--- config.mk ---
export PLATFORM = sky130hd
export DESIGN_NAME = dsoi_mod
export DESIGN_NICKNAME = d
export VERILOG_FILES = /design/src/dsoi_pkg.sv /design/src/dsoi_mod.sv
export SDC_FILE = /design/constraint.sdc
export NUM_CORES = 1
export LEC_CHECK = 0
export BUFFER_PORTS_ARGS = -buffer_cell sky130_fd_sc_hd__buf_4
export CORE_ASPECT_RATIO = 0.7
export CORE_MARGIN = 4
export CORE_UTILIZATION = 55
export CTS_CLUSTER_DIAMETER = 40
export CTS_CLUSTER_SIZE = 30
export DETAILED_ROUTE_END_ITERATION = 8
export GPL_TIMING_DRIVEN = 0
export PLACE_DENSITY_LB_ADDON = 0.15
export REMOVE_ABC_BUFFERS = 1
export SLEW_MARGIN = 10
export SYNTH_ARGS = -nofsm -noshare
export SYNTH_HDL_FRONTEND = slang
export SYNTH_SLANG_ARGS = --single-unit
export TNS_END_PERCENT = 100
--- constraint.sdc ---
create_clock -name clk -period 5.9 [get_ports clk]
set_input_delay 0.59 -clock clk [delete_from_list [all_inputs] [get_ports clk]]
set_output_delay 0.59 -clock clk [all_outputs]
set_load 0.05 [all_outputs]
--- src/dsoi_pkg.sv ---
// ============================================================================
// dsoi_pkg: shared types and constants for the decimating sparse offset index
// Table geometry, command codes, entry layout, sequencer states and the
// status bundle of the remainder unit.
// ============================================================================
`default_nettype none

package dsoi_pkg;

    localparam int TABLE_DEPTH = 256;
    localparam int ADDR_W      = $clog2(TABLE_DEPTH);
    localparam int COUNT_W     = ADDR_W + 1;
    localparam int HALF_DEPTH  = TABLE_DEPTH / 2;
    localparam int DATA_W      = 32;
    localparam int CFG_W       = 16;
    localparam int ENTRY_W     = 2 * DATA_W;

    localparam logic [DATA_W-1:0] DEFAULT_INTERVAL = 32'd5;
    localparam logic [DATA_W-1:0] INTERVAL_CAP     = 32'h8000_0000;
    localparam logic [DATA_W-1:0] INTERVAL_SAT     = 32'h4000_0000;

    typedef enum logic
    {
        CMD_ADD  = 1'b0,
        CMD_FIND = 1'b1
    } dsoi_cmd_t;

    typedef struct packed
    {
        logic [DATA_W-1:0] index;
        logic [DATA_W-1:0] offset;
    } dsoi_entry_t;

    typedef struct packed
    {
        logic busy;
        logic done;
        logic zero;
    } dsoi_mod_status_t;

    typedef enum logic [2:0]
    {
        S_IDLE,
        S_MOD,
        S_COMPACT,
        S_CMP_LAST,
        S_APPEND,
        S_SCAN,
        S_DONE
    } dsoi_state_t;

endpackage

`default_nettype wire

--- src/dsoi_mod.sv ---
// ============================================================================
// dsoi_mod: bit-serial remainder unit
// Restoring division, one dividend bit per cycle; reports whether the
// remainder is zero.
// ============================================================================
`default_nettype none

module dsoi_mod import dsoi_pkg::*; (
    input  wire logic              clk,
    input  wire logic              rst_n,
    input  wire logic              start,
    input  wire logic [DATA_W-1:0] dividend,
    input  wire logic [DATA_W-1:0] divisor,
    output dsoi_mod_status_t       status
);

    localparam int CNT_W = $clog2(DATA_W);

    logic              busy_reg, busy_next;
    logic              done_reg, done_next;
    logic [CNT_W-1:0]  cnt_reg,  cnt_next;
    logic [DATA_W-1:0] quo_reg,  quo_next;
    logic [DATA_W-1:0] rem_reg,  rem_next;
    logic [DATA_W-1:0] div_reg,  div_next;

    logic [DATA_W:0]   shifted;
    logic [DATA_W:0]   diff;

    assign shifted = {rem_reg, quo_reg[DATA_W-1]};
    assign diff    = shifted - {1'b0, div_reg};

    always_comb
    begin
        busy_next = busy_reg;
        done_next = 1'b0;
        cnt_next  = cnt_reg;
        quo_next  = quo_reg;
        rem_next  = rem_reg;
        div_next  = div_reg;
        if (start)
        begin
            busy_next = 1'b1;
            cnt_next  = '0;
            quo_next  = dividend;
            rem_next  = '0;
            div_next  = divisor;
        end
        else if (busy_reg)
        begin
            // subtract when the shifted remainder reaches the divisor
            rem_next = diff[DATA_W] ? shifted[DATA_W-1:0] : diff[DATA_W-1:0];
            quo_next = {quo_reg[DATA_W-2:0], 1'b0};
            cnt_next = cnt_reg + 1'b1;
            if (cnt_reg == CNT_W'(DATA_W - 1))
            begin
                busy_next = 1'b0;
                done_next = 1'b1;
            end
        end
    end

    always_ff @(posedge clk or negedge rst_n)
    begin
        if (!rst_n)
        begin
            busy_reg <= 1'b0;
            done_reg <= 1'b0;
            cnt_reg  <= '0;
        end
        else
        begin
            busy_reg <= busy_next;
            done_reg <= done_next;
            cnt_reg  <= cnt_next;
        end
    end

    always_ff @(posedge clk)
    begin
        quo_reg <= quo_next;
        rem_reg <= rem_next;
        div_reg <= div_next;
    end

    assign status.busy = busy_reg;
    assign status.done = done_reg;
    assign status.zero = (rem_reg == '0);

endmodule

`default_nettype wire
==> results of run 1 <==
## cells in the mapped netlist (3+ instances only)
cell	n
nand2_1	69
edfxtp_1	64
a21oi_1	48
nor2_1	47
inv_1	44
ha_1	34
dfxtp_1	32
mux2_2	32
o21ai_0	31
a311oi_1	21
xnor2_1	15
a21o_1	14
clkbuf_1	14
nand3_1	13
a211oi_1	11
buf_2	9
nand4_1	9
o21a_1	9
nor3_1	8
nor4_1	8
xor2_1	8
and3_1	7
dfrtp_1	7
a31oi_1	6
mux2i_1	6
nand2b_1	5
o211ai_1	5
or3_1	5
buf_1	4
nor2b_1	4
a2bb2oi_1	3
a41oi_1	3
and2_1	3
buf_6	3
o22ai_1	3
## layout make-up
| class | count | area, um^2 |
|---|---|---|
| clock buffers | 10 | 229 |
| clock inverters | 6 | 66.3 |
| fillers | 947 | 3950 |
| inverters | 44 | 165 |
| multi-input cells | 458 | 3130 |
| flip-flops and latches | 103 | 2740 |
| well taps | 153 | 191 |
| repair buffers | 70 | 546 |
## routing by layer
metal  vias to the layer above  global-route usage [%]  wire [um]  share of wire, %
met5                         -                       0          0                 0
met3                        22                    4.63       1130               8.1
met4                         0                    5.95        195               1.4
met1                      2345                    32.4       6510                47
li1                       2445                       -          -                 -
met2                       195                    32.4       6140                44
## kinds of logic (layout without fill, tap and decap cells)
family / Yosys count / after routing
AND/OR/NAND/NOR: 188 / 188
XOR/XNOR: 23 / 23
adder cells (fa/ha/maj): 35 / 35
flip-flops: 103 / 103
buffers and inverters: 77 / 130
AO/OA/AOI/OAI: 173 / 173
multiplexers: 39 / 39
## through the flow
stage / power, mW / worst slack, ns / area [um^2]
final: 2.84 / 2.03 / 7060
after global routing: 3.02 / 1.76 / 7060
after CTS: 2.82 / 1.87 / 7060
after detailed placement: 2.21 / 1.92 / 6760
after global placement: 2.19 / 1.92 / 6730
after floorplan: 1.88 / 2.57 / 6020
## power breakdown
part           leakage [nW]  internal (mW)  switching (mW)
clock                 0.144          0.333           0.268
sequential             1.00          0.885           0.108
combinational          1.87          0.503           0.739
## worst max path at each step
stage,cells past startpoint,to,start,slack (ns)
3_3_place_gp,2,quo_reg[5]$_DFFE_PP_,busy_reg$_DFF_PN0_,1.92
5_1_grt,11,rem_reg[30]$_SDFFE_PP0P_,quo_reg[31]$_DFFE_PP_,1.76
6_report,11,rem_reg[30]$_SDFFE_PP0P_,quo_reg[31]$_DFFE_PP_,2.03
4_1_cts,11,rem_reg[9]$_SDFFE_PP0P_,quo_reg[31]$_DFFE_PP_,1.87
3_5_place_dp,11,rem_reg[9]$_SDFFE_PP0P_,quo_reg[31]$_DFFE_PP_,1.92
2_1_floorplan,2,quo_reg[0]$_SDFFCE_PN0P_,busy_reg$_DFF_PN0_,2.57
==> impl_metrics.toml, run 1 <==
[worst_setup_path]
critPathCaptureType = "register"
crit_chain = "inv_1, ha_1, fa_1, nand2b_1, a21o_1, a211oi_1, o21a_1, mux2i_1, nand2_4, or3_1, o221ai_1"
cp.required_ns = 6.15
worst-path-buf-inv = 1
cp_max_fo = 28
critPathLaunchType = "register"
worstPathArrival_ns = 4.12
critical-path-top-delay-family = "simple AND/OR/NAND/NOR gates"
reg2reg_depth = 11
rr_endpoint = "rem_reg[30]$_SDFFE_PP0P_"
slowest_delay_ns = 0.65
rrSetupSlack_ns = 2.03
critPathKind = "register to register"
r2r_start = "quo_reg[31]$_DFFE_PP_"
critPathSlowestCell = "mux2i_1"

[clocking]
cts_buffers = 9
cts_root_buf = "clkbuf_16"
cts-hold-fix-buffers = 0
cts_resized = 0
post_cts_buffers = 0
clock-sinks = 103
htree_levels = 3
cts_tree = "done"
clk_path_buf_depth = 2
path_clk_slew_ns = 0.07
clock_latency_ns = 0.34

[layout]
postLayoutCoreUtil_pct = 64.1
fin_cells = 844
syn2layout_area_growth_pct = 14.1
layout-drive-gt1-share_pct = 17.9
final_cell_mix = "buf_4 (69), nand2_1 (68), edfxtp_1 (64)"
antenna_cells = 0
layout_commonest_cell = "buf_4"
fin_nets = 788

[sta]
finalCriticalPeriod_ns = 3.87
setup_viol = 0
hold_viol = 0
hold_slack_ns = 0.0482
tightest_slew_ns = 1.14
rsz0062_at_grt = "no"
timing.setup.tns_ns = 0
finClkSkew_ns = 0.00787
slew_headroom_pct = 23.7
fmax_mhz = 259
slew_violations = 0
fin_crit_sh_pct = 65.5

[synth]
yosys.area.top_type = "edfxtp_1"
synthTopCellsByArea = "edfxtp_1 (31%), dfxtp_1 (10%), ha_1 (6.9%)"
synth_xor_area_share_pct = 3.26
yosysSeqAreaShare_pct = 44.2
synth-edff-count = 64
synthSimpleGateAreaFrac_pct = 14.2
muxShareOfSynthArea_pct = 7.04
synth_top_area_share_pct = 31.1
syn_inst = 638
netlist_area_um2 = 6190
ys_warn_count = 0
ys_async_sr_fraction_pct = 6.80
syn_avg_cell_area_um2 = 9.70
ys.flop_type = "edfxtp_1"
synthAdderAreaFrac_pct = 7.20
synth_top_family_by_area = "compound AO/OA/AOI/OAI gates"
synth_cell_types = 62
ys_ff_latch = 103
synth_compound_area_share_pct = 18.7

[floorplan]
io_pins = 70
die-area_um2 = 13000
die_h_um = 96.7
fp.dieW_um = 135
core-area_um2 = 11000
rows = 32
start_util_pct = 56.2

[grt]
grt_pass1_vias = 4739
antenna_found_initial = 0
gr-total-overflow = 0
grt_max_degree = 101
gr-usage-all-layers_pct = 21.8
grt_pass1_wl_um = 23200

[pwr]
ir_drop_v = 0.000207
p_leak_nw = 3.02
power_density_nw_per_um2 = 401

[routing]
post-route-drc-count = 0
vias = 5007
drtAntennaViolNets = 0
wl_um = 14000
drt_iter0_markers = 549
wl_per_cell_um = 16.6
first_pass_iters = 5
viasPerCell = 5.93

[placement]
dp.cells = 828
port_buffers = 69
dpl.hpwl_um = 9970
place_congestion = 0.928

[run_status]
status = "finished, final reports clean"

[worst_hold_path]
hold_path.class = "input pin to async pin"

[job]
maxCapViolCount = 0
Power figures use the tool's default switching activity.
==> run 2: changes to the inputs <==
==> constraint.sdc (replaced) <==
create_clock -name clk -period 3.73 [get_ports clk]
set_input_delay 0.373 -clock clk [delete_from_list [all_inputs] [get_ports clk]]
set_output_delay 0.373 -clock clk [all_outputs]
set_load 0.05 [all_outputs]
==> impl_metrics.toml, run 2 (same netlist as run 1, synthesis figures left out) <==
[run_status]
status = "finished, final reports clean"

[worst_setup_path]
critPathCaptureType = "register"
critPathLaunchType = "register"
crit_chain = "inv_1, ha_1, fa_1, nand2b_1, a21o_1, a211oi_1, o21a_1, mux2i_4, nand2_4, or3_1, o221ai_1"
cp_max_fo = 28
cp.required_ns = 3.98
slowest_delay_ns = 0.47
worstPathArrival_ns = 3.79
critPathKind = "register to register"
critPathSlowestCell = "or3_1"

[clocking]
htree_levels = 3
cts_root_buf = "clkbuf_16"
cts_tree = "done"
clk_path_buf_depth = 2
clock-sinks = 103
post_cts_buffers = 0
cts_buffers = 9
path_clk_slew_ns = 0.07
clock_latency_ns = 0.35

[placement]
postPlaceCellArea_um2 = 6760
place_congestion = 0.928
preCtsSetupSlack_ns = -0.254
port_buffers = 69
dpl.hpwl_um = 9970

[routing]
vias = 5018
first_pass_iters = 5
viasPerCell = 5.93
drt_iter0_markers = 503
wl_um = 14200
drtAntennaViolNets = 0
wl_per_cell_um = 16.7
post-route-drc-count = 0

[grt]
gr-usage-all-layers_pct = 21.9
grt_pass1_wl_um = 23200
grt_pass1_vias = 4741
gr-total-overflow = 0
grt_max_degree = 101
antenna_found_initial = 0

[sta]
fin_ws_ns = 0.195
setup_viol = 0
fmax_mhz = 283
slew_violations = 0
slew_headroom_pct = 23.4
timing.setup.tns_ns = 0
fin_crit_sh_pct = 94.8
finClkSkew_ns = 0.00812
tightest_slew_ns = 1.15
hold_slack_ns = 0.198
finalCriticalPeriod_ns = 3.53
hold_viol = 0

[pwr]
ir_drop_v = 0.000330
p_leak_nw = 3.03
p_sw_mw = 1.79
clockPowerShare_pct = 21.0
power_density_nw_per_um2 = 637
power.share.switching_pct = 39.5
p_seq_share_pct = 34.7
p_int_mw = 2.73
p_comb_share_pct = 44.2

[job]
maxCapViolCount = 0

[layout]
layout-drive-gt1-share_pct = 18.2
final_cell_mix = "buf_4 (69), nand2_1 (68), edfxtp_1 (64)"
regArea_um2 = 2740
layout_commonest_cell = "buf_4"
stdcell_area_um2 = 7100
syn2layout_area_growth_pct = 14.7
antenna_cells = 0
multi_input_area_um2 = 3150
fin_nets = 790
final.fill_count = 941

[floorplan]
rows = 32
die-area_um2 = 13000
io_pins = 70
die_h_um = 96.7
fp.dieW_um = 135
core-area_um2 = 11000
start_util_pct = 56.2

[worst_hold_path]
hold_path.class = "input pin to register"
## run 2: cell types whose count changed in the layout (fill, tap and decap cells not counted), sizes merged
cell and delta:
dlygate4sd3 +1, nor2 +1
## run 2: final timing paths
path / start / to / cells past startpoint / slack [ns]
max in group asynchronous: rst_n / busy_reg$_DFF_PN0_ / 2 / 3.22
hold reg to reg: rem_reg[17]$_SDFFE_PP0P_ / rem_reg[18]$_SDFFE_PP0P_ / 2 / 0.52
min in group asynchronous: rst_n / cnt_reg[0]$_DFFE_PN0P_ / 2 / 0.38
setup reg to reg: quo_reg[31]$_DFFE_PP_ / rem_reg[30]$_SDFFE_PP0P_ / 11 / 0.20
hold / removal: divisor[4] / div_reg[4]$_DFFE_PP_ / 1 / 0.20
setup / recovery: quo_reg[31]$_DFFE_PP_ / rem_reg[30]$_SDFFE_PP0P_ / 11 / 0.20
## run 2: critical path, delay by kind of cell, from the launching register on
family | cells | cell delay (ns)
compound gates | 4 | 1.06
fa+ha+maj | 2 | 0.61
buf+inv | 1 | 0.04
flops | 1 | 0.35
mux | 1 | 0.40
simple gates | 3 | 0.98
## run 2: power groups by stage
| stage | sequential (mW) | clock (mW) | combinational, mW |
|---|---|---|---|
| after floorplan | 1.53 | 0 | 1.45 |
| after global placement | 1.58 | 0 | 1.88 |
| after global routing | 1.59 | 1.02 | 2.21 |
| after CTS | 1.56 | 0.970 | 1.94 |
| final | 1.57 | 0.950 | 2.00 |
| after detailed placement | 1.59 | 0 | 1.91 |
## run 2: cell type report
cell class              instances  share of cell area [%]
inverters                      44                    2.33
multi-input cells             459                    44.4
well taps                     153                    2.70
repair buffers                 71                    7.83
clock buffers                  10                    3.23
clock inverters                 6                   0.934
flip-flops and latches        103                    38.6
## run 2: through the flow
step	total power, mW	utilization [%]	instances
after floorplan	2.97	-	605
after global placement	3.46	61.1	827
after detailed placement	3.50	61.4	828
after CTS	4.47	64.3	845
after global routing	4.82	64.5	846
final	4.52	64.5	846
## run 2: per-layer routing
metal / track usage, % / share of wire [%]
met4: 5.95 / 1.4
met1: 32.4 / 47
met5: 0 / 0
met3: 4.63 / 8.0
met2: 32.5 / 44
## run 2: repair_timing
| item | in CTS | in global routing |
|---|---|---|
| endpoints found under the hold margin | 7 | 0 |
| pin swaps | 0 | 1 |
| setup endpoints to repair | 25 | 29 |
| gates resized for setup | 2 | 2 |
| hold buffers | 1 | 0 |
| gates cloned | 0 | 1 |
==> run 3: changes to the inputs <==
--- a/config.mk
+++ b/config.mk
@@ -5,13 +5,13 @@
 export SDC_FILE = /design/constraint.sdc
 export NUM_CORES = 1
 export LEC_CHECK = 0
-export BUFFER_PORTS_ARGS = -buffer_cell sky130_fd_sc_hd__buf_4
 export CORE_ASPECT_RATIO = 0.7
 export CORE_MARGIN = 4
 export CORE_UTILIZATION = 55
 export CTS_CLUSTER_DIAMETER = 40
 export CTS_CLUSTER_SIZE = 30
 export DETAILED_ROUTE_END_ITERATION = 8
+export DONT_BUFFER_PORTS = 1
 export GPL_TIMING_DRIVEN = 0
 export PLACE_DENSITY_LB_ADDON = 0.15
 export REMOVE_ABC_BUFFERS = 1
==> impl_metrics.toml, run 3 (same netlist as run 1, synthesis figures left out) <==
[worst_hold_path]
holdPathStages = 1
hold_path.class = "input pin to register"
worst_hold_path.endpoint = "rem_reg[11]$_SDFFE_PP0P_"
min_from = "start"

[clocking]
path_clk_slew_ns = 0.07
clock_latency_ns = 0.36
post_cts_buffers = 0
cts_root_buf = "clkbuf_16"
clk_path_buf_depth = 2
cts_tree = "done"
cts_buffers = 9
clock-sinks = 103
htree_levels = 3

[grt]
gr-usage-all-layers_pct = 20.8
antenna_found_initial = 0
grt_pass1_vias = 4446
grt_pass1_wl_um = 22000
gr-total-overflow = 0
grt_max_degree = 101

[pwr]
power_density_nw_per_um2 = 674
power_mw = 4.46
p_leak_nw = 2.72
ir_drop_v = 0.000300

[layout]
final.fill_count = 932
antenna_cells = 0
layout-drive-gt1-share_pct = 9.60
syn2layout_area_growth_pct = 6.96
fin_nets = 722
layout_commonest_cell = "nand2_1"
final_cell_mix = "nand2_1 (68), edfxtp_1 (64), a21oi_1 (48)"
stdcell_area_um2 = 6620

[floorplan]
die_h_um = 96.7
io_pins = 70
die-area_um2 = 13000
core-area_um2 = 11000
fp.dieW_um = 135
rows = 32
start_util_pct = 56.2

[routing]
wl_per_cell_um = 17.6
post-route-drc-count = 0
vias = 4740
drtAntennaViolNets = 0
drt_iter0_markers = 367
wl_um = 13700
first_pass_iters = 5
viasPerCell = 6.09

[worst_setup_path]
cp_max_fo = 28
critPathLaunchType = "register"
r2r_start = "quo_reg[31]$_DFFE_PP_"
cp.required_ns = 4.00
critPathKind = "register to register"
worstPathArrival_ns = 3.80
rr_endpoint = "rem_reg[30]$_SDFFE_PP0P_"
critPathCaptureType = "register"
rrSetupSlack_ns = 0.20
reg2reg_depth = 11

[sta]
slew_headroom_pct = 39.4
slew_violations = 0
timing.setup.tns_ns = 0
hold_slack_ns = 0.0937
fin_crit_sh_pct = 94.6
fin_ws_ns = 0.202
finClkSkew_ns = 0.00929
fmax_mhz = 283
tightest_slew_ns = 0.906
hold_viol = 0
setup_viol = 0
finalCriticalPeriod_ns = 3.53

[placement]
port_buffers = 0
preCtsSetupSlack_ns = -0.219
dpl.hpwl_um = 9430
postPlaceCellArea_um2 = 6260
place_congestion = 0.977

[run_status]
status = "finished, final reports clean"

[job]
maxCapViolCount = 0
## run 3: changes by cell type in the layout (fill, tap and decap cells not counted), sizes merged
cell	previous run	this run
buf	70	2
clkbuf	10	9
inv	47	48
## run 3: worst max-delay path by stage
stage,start,endpoint,slack (ns),cells past startpoint
2_1_floorplan,busy_reg$_DFF_PN0_,quo_reg[0]$_SDFFCE_PN0P_,0.40,2
4_1_cts,quo_reg[31]$_DFFE_PP_,rem_reg[30]$_SDFFE_PP0P_,0.03,11
3_5_place_dp,quo_reg[31]$_DFFE_PP_,rem_reg[30]$_SDFFE_PP0P_,-0.22,11
6_report,quo_reg[31]$_DFFE_PP_,rem_reg[30]$_SDFFE_PP0P_,0.20,11
5_1_grt,quo_reg[31]$_DFFE_PP_,rem_reg[30]$_SDFFE_PP0P_,-0.005,11
3_3_place_gp,busy_reg$_DFF_PN0_,quo_reg[7]$_DFFE_PP_,-0.71,2
## run 3: layout make-up
cell class / count / area (um^2) / area share (%)
multi-input cells: 459 / 3150 / 47.6
flip-flops and latches: 103 / 2740 / 41.4
inverters: 44 / 165 / 2.50
repair buffers: 3 / 57.6 / 0.870
clock buffers: 9 / 225 / 3.40
well taps: 153 / 191 / 2.89
clock inverters: 7 / 90.1 / 1.36
## run 3: per-stage QoR
step,std cells,util (%)
finish,778,60.1
global route,778,60.1
CTS,777,59.9
detailed placement,760,56.9
global placement,758,56.4
floorplan,605,-
## run 3: repair_timing
| item | 4_1_cts | 5_1_grt |
|---|---|---|
| pin swaps | 0 | 1 |
| endpoints found under the hold margin | 7 | 0 |
| endpoints found under the setup margin | 32 | 24 |
| gates cloned | 0 | 1 |
| gates resized for setup | 2 | 2 |
| hold buffers | 1 | 0 |
## run 3: metal layers
metal  GRT usage, %  share of wire, %  vias up
met5              0                 0        -
met4           5.24               1.2        0
met3           4.83               6.2       15
met2           30.7                44      151
met1           30.9                48     2255
li1               -                 -     2319
## run 3: power breakdown
group / switching (mW) / total [mW] / internal, mW
Sequential: 0.162 / 1.56 / 1.40
Combinational: 1.16 / 1.91 / 0.743
Clock: 0.456 / 0.995 / 0.538
Total: 1.78 / 4.46 / 2.68
## run 3: worst max-delay path: stages, from the launching register on
cell and delay [ns]:
edfxtp_1 0.35, inv_1 0.05, ha_1 0.22, fa_1 0.39, nand2b_1 0.21, a21o_1 0.20
a211oi_1 0.42, o21a_1 0.31, mux2i_4 0.47, nand2_4 0.33, or3_1 0.43, o221ai_1 0.08
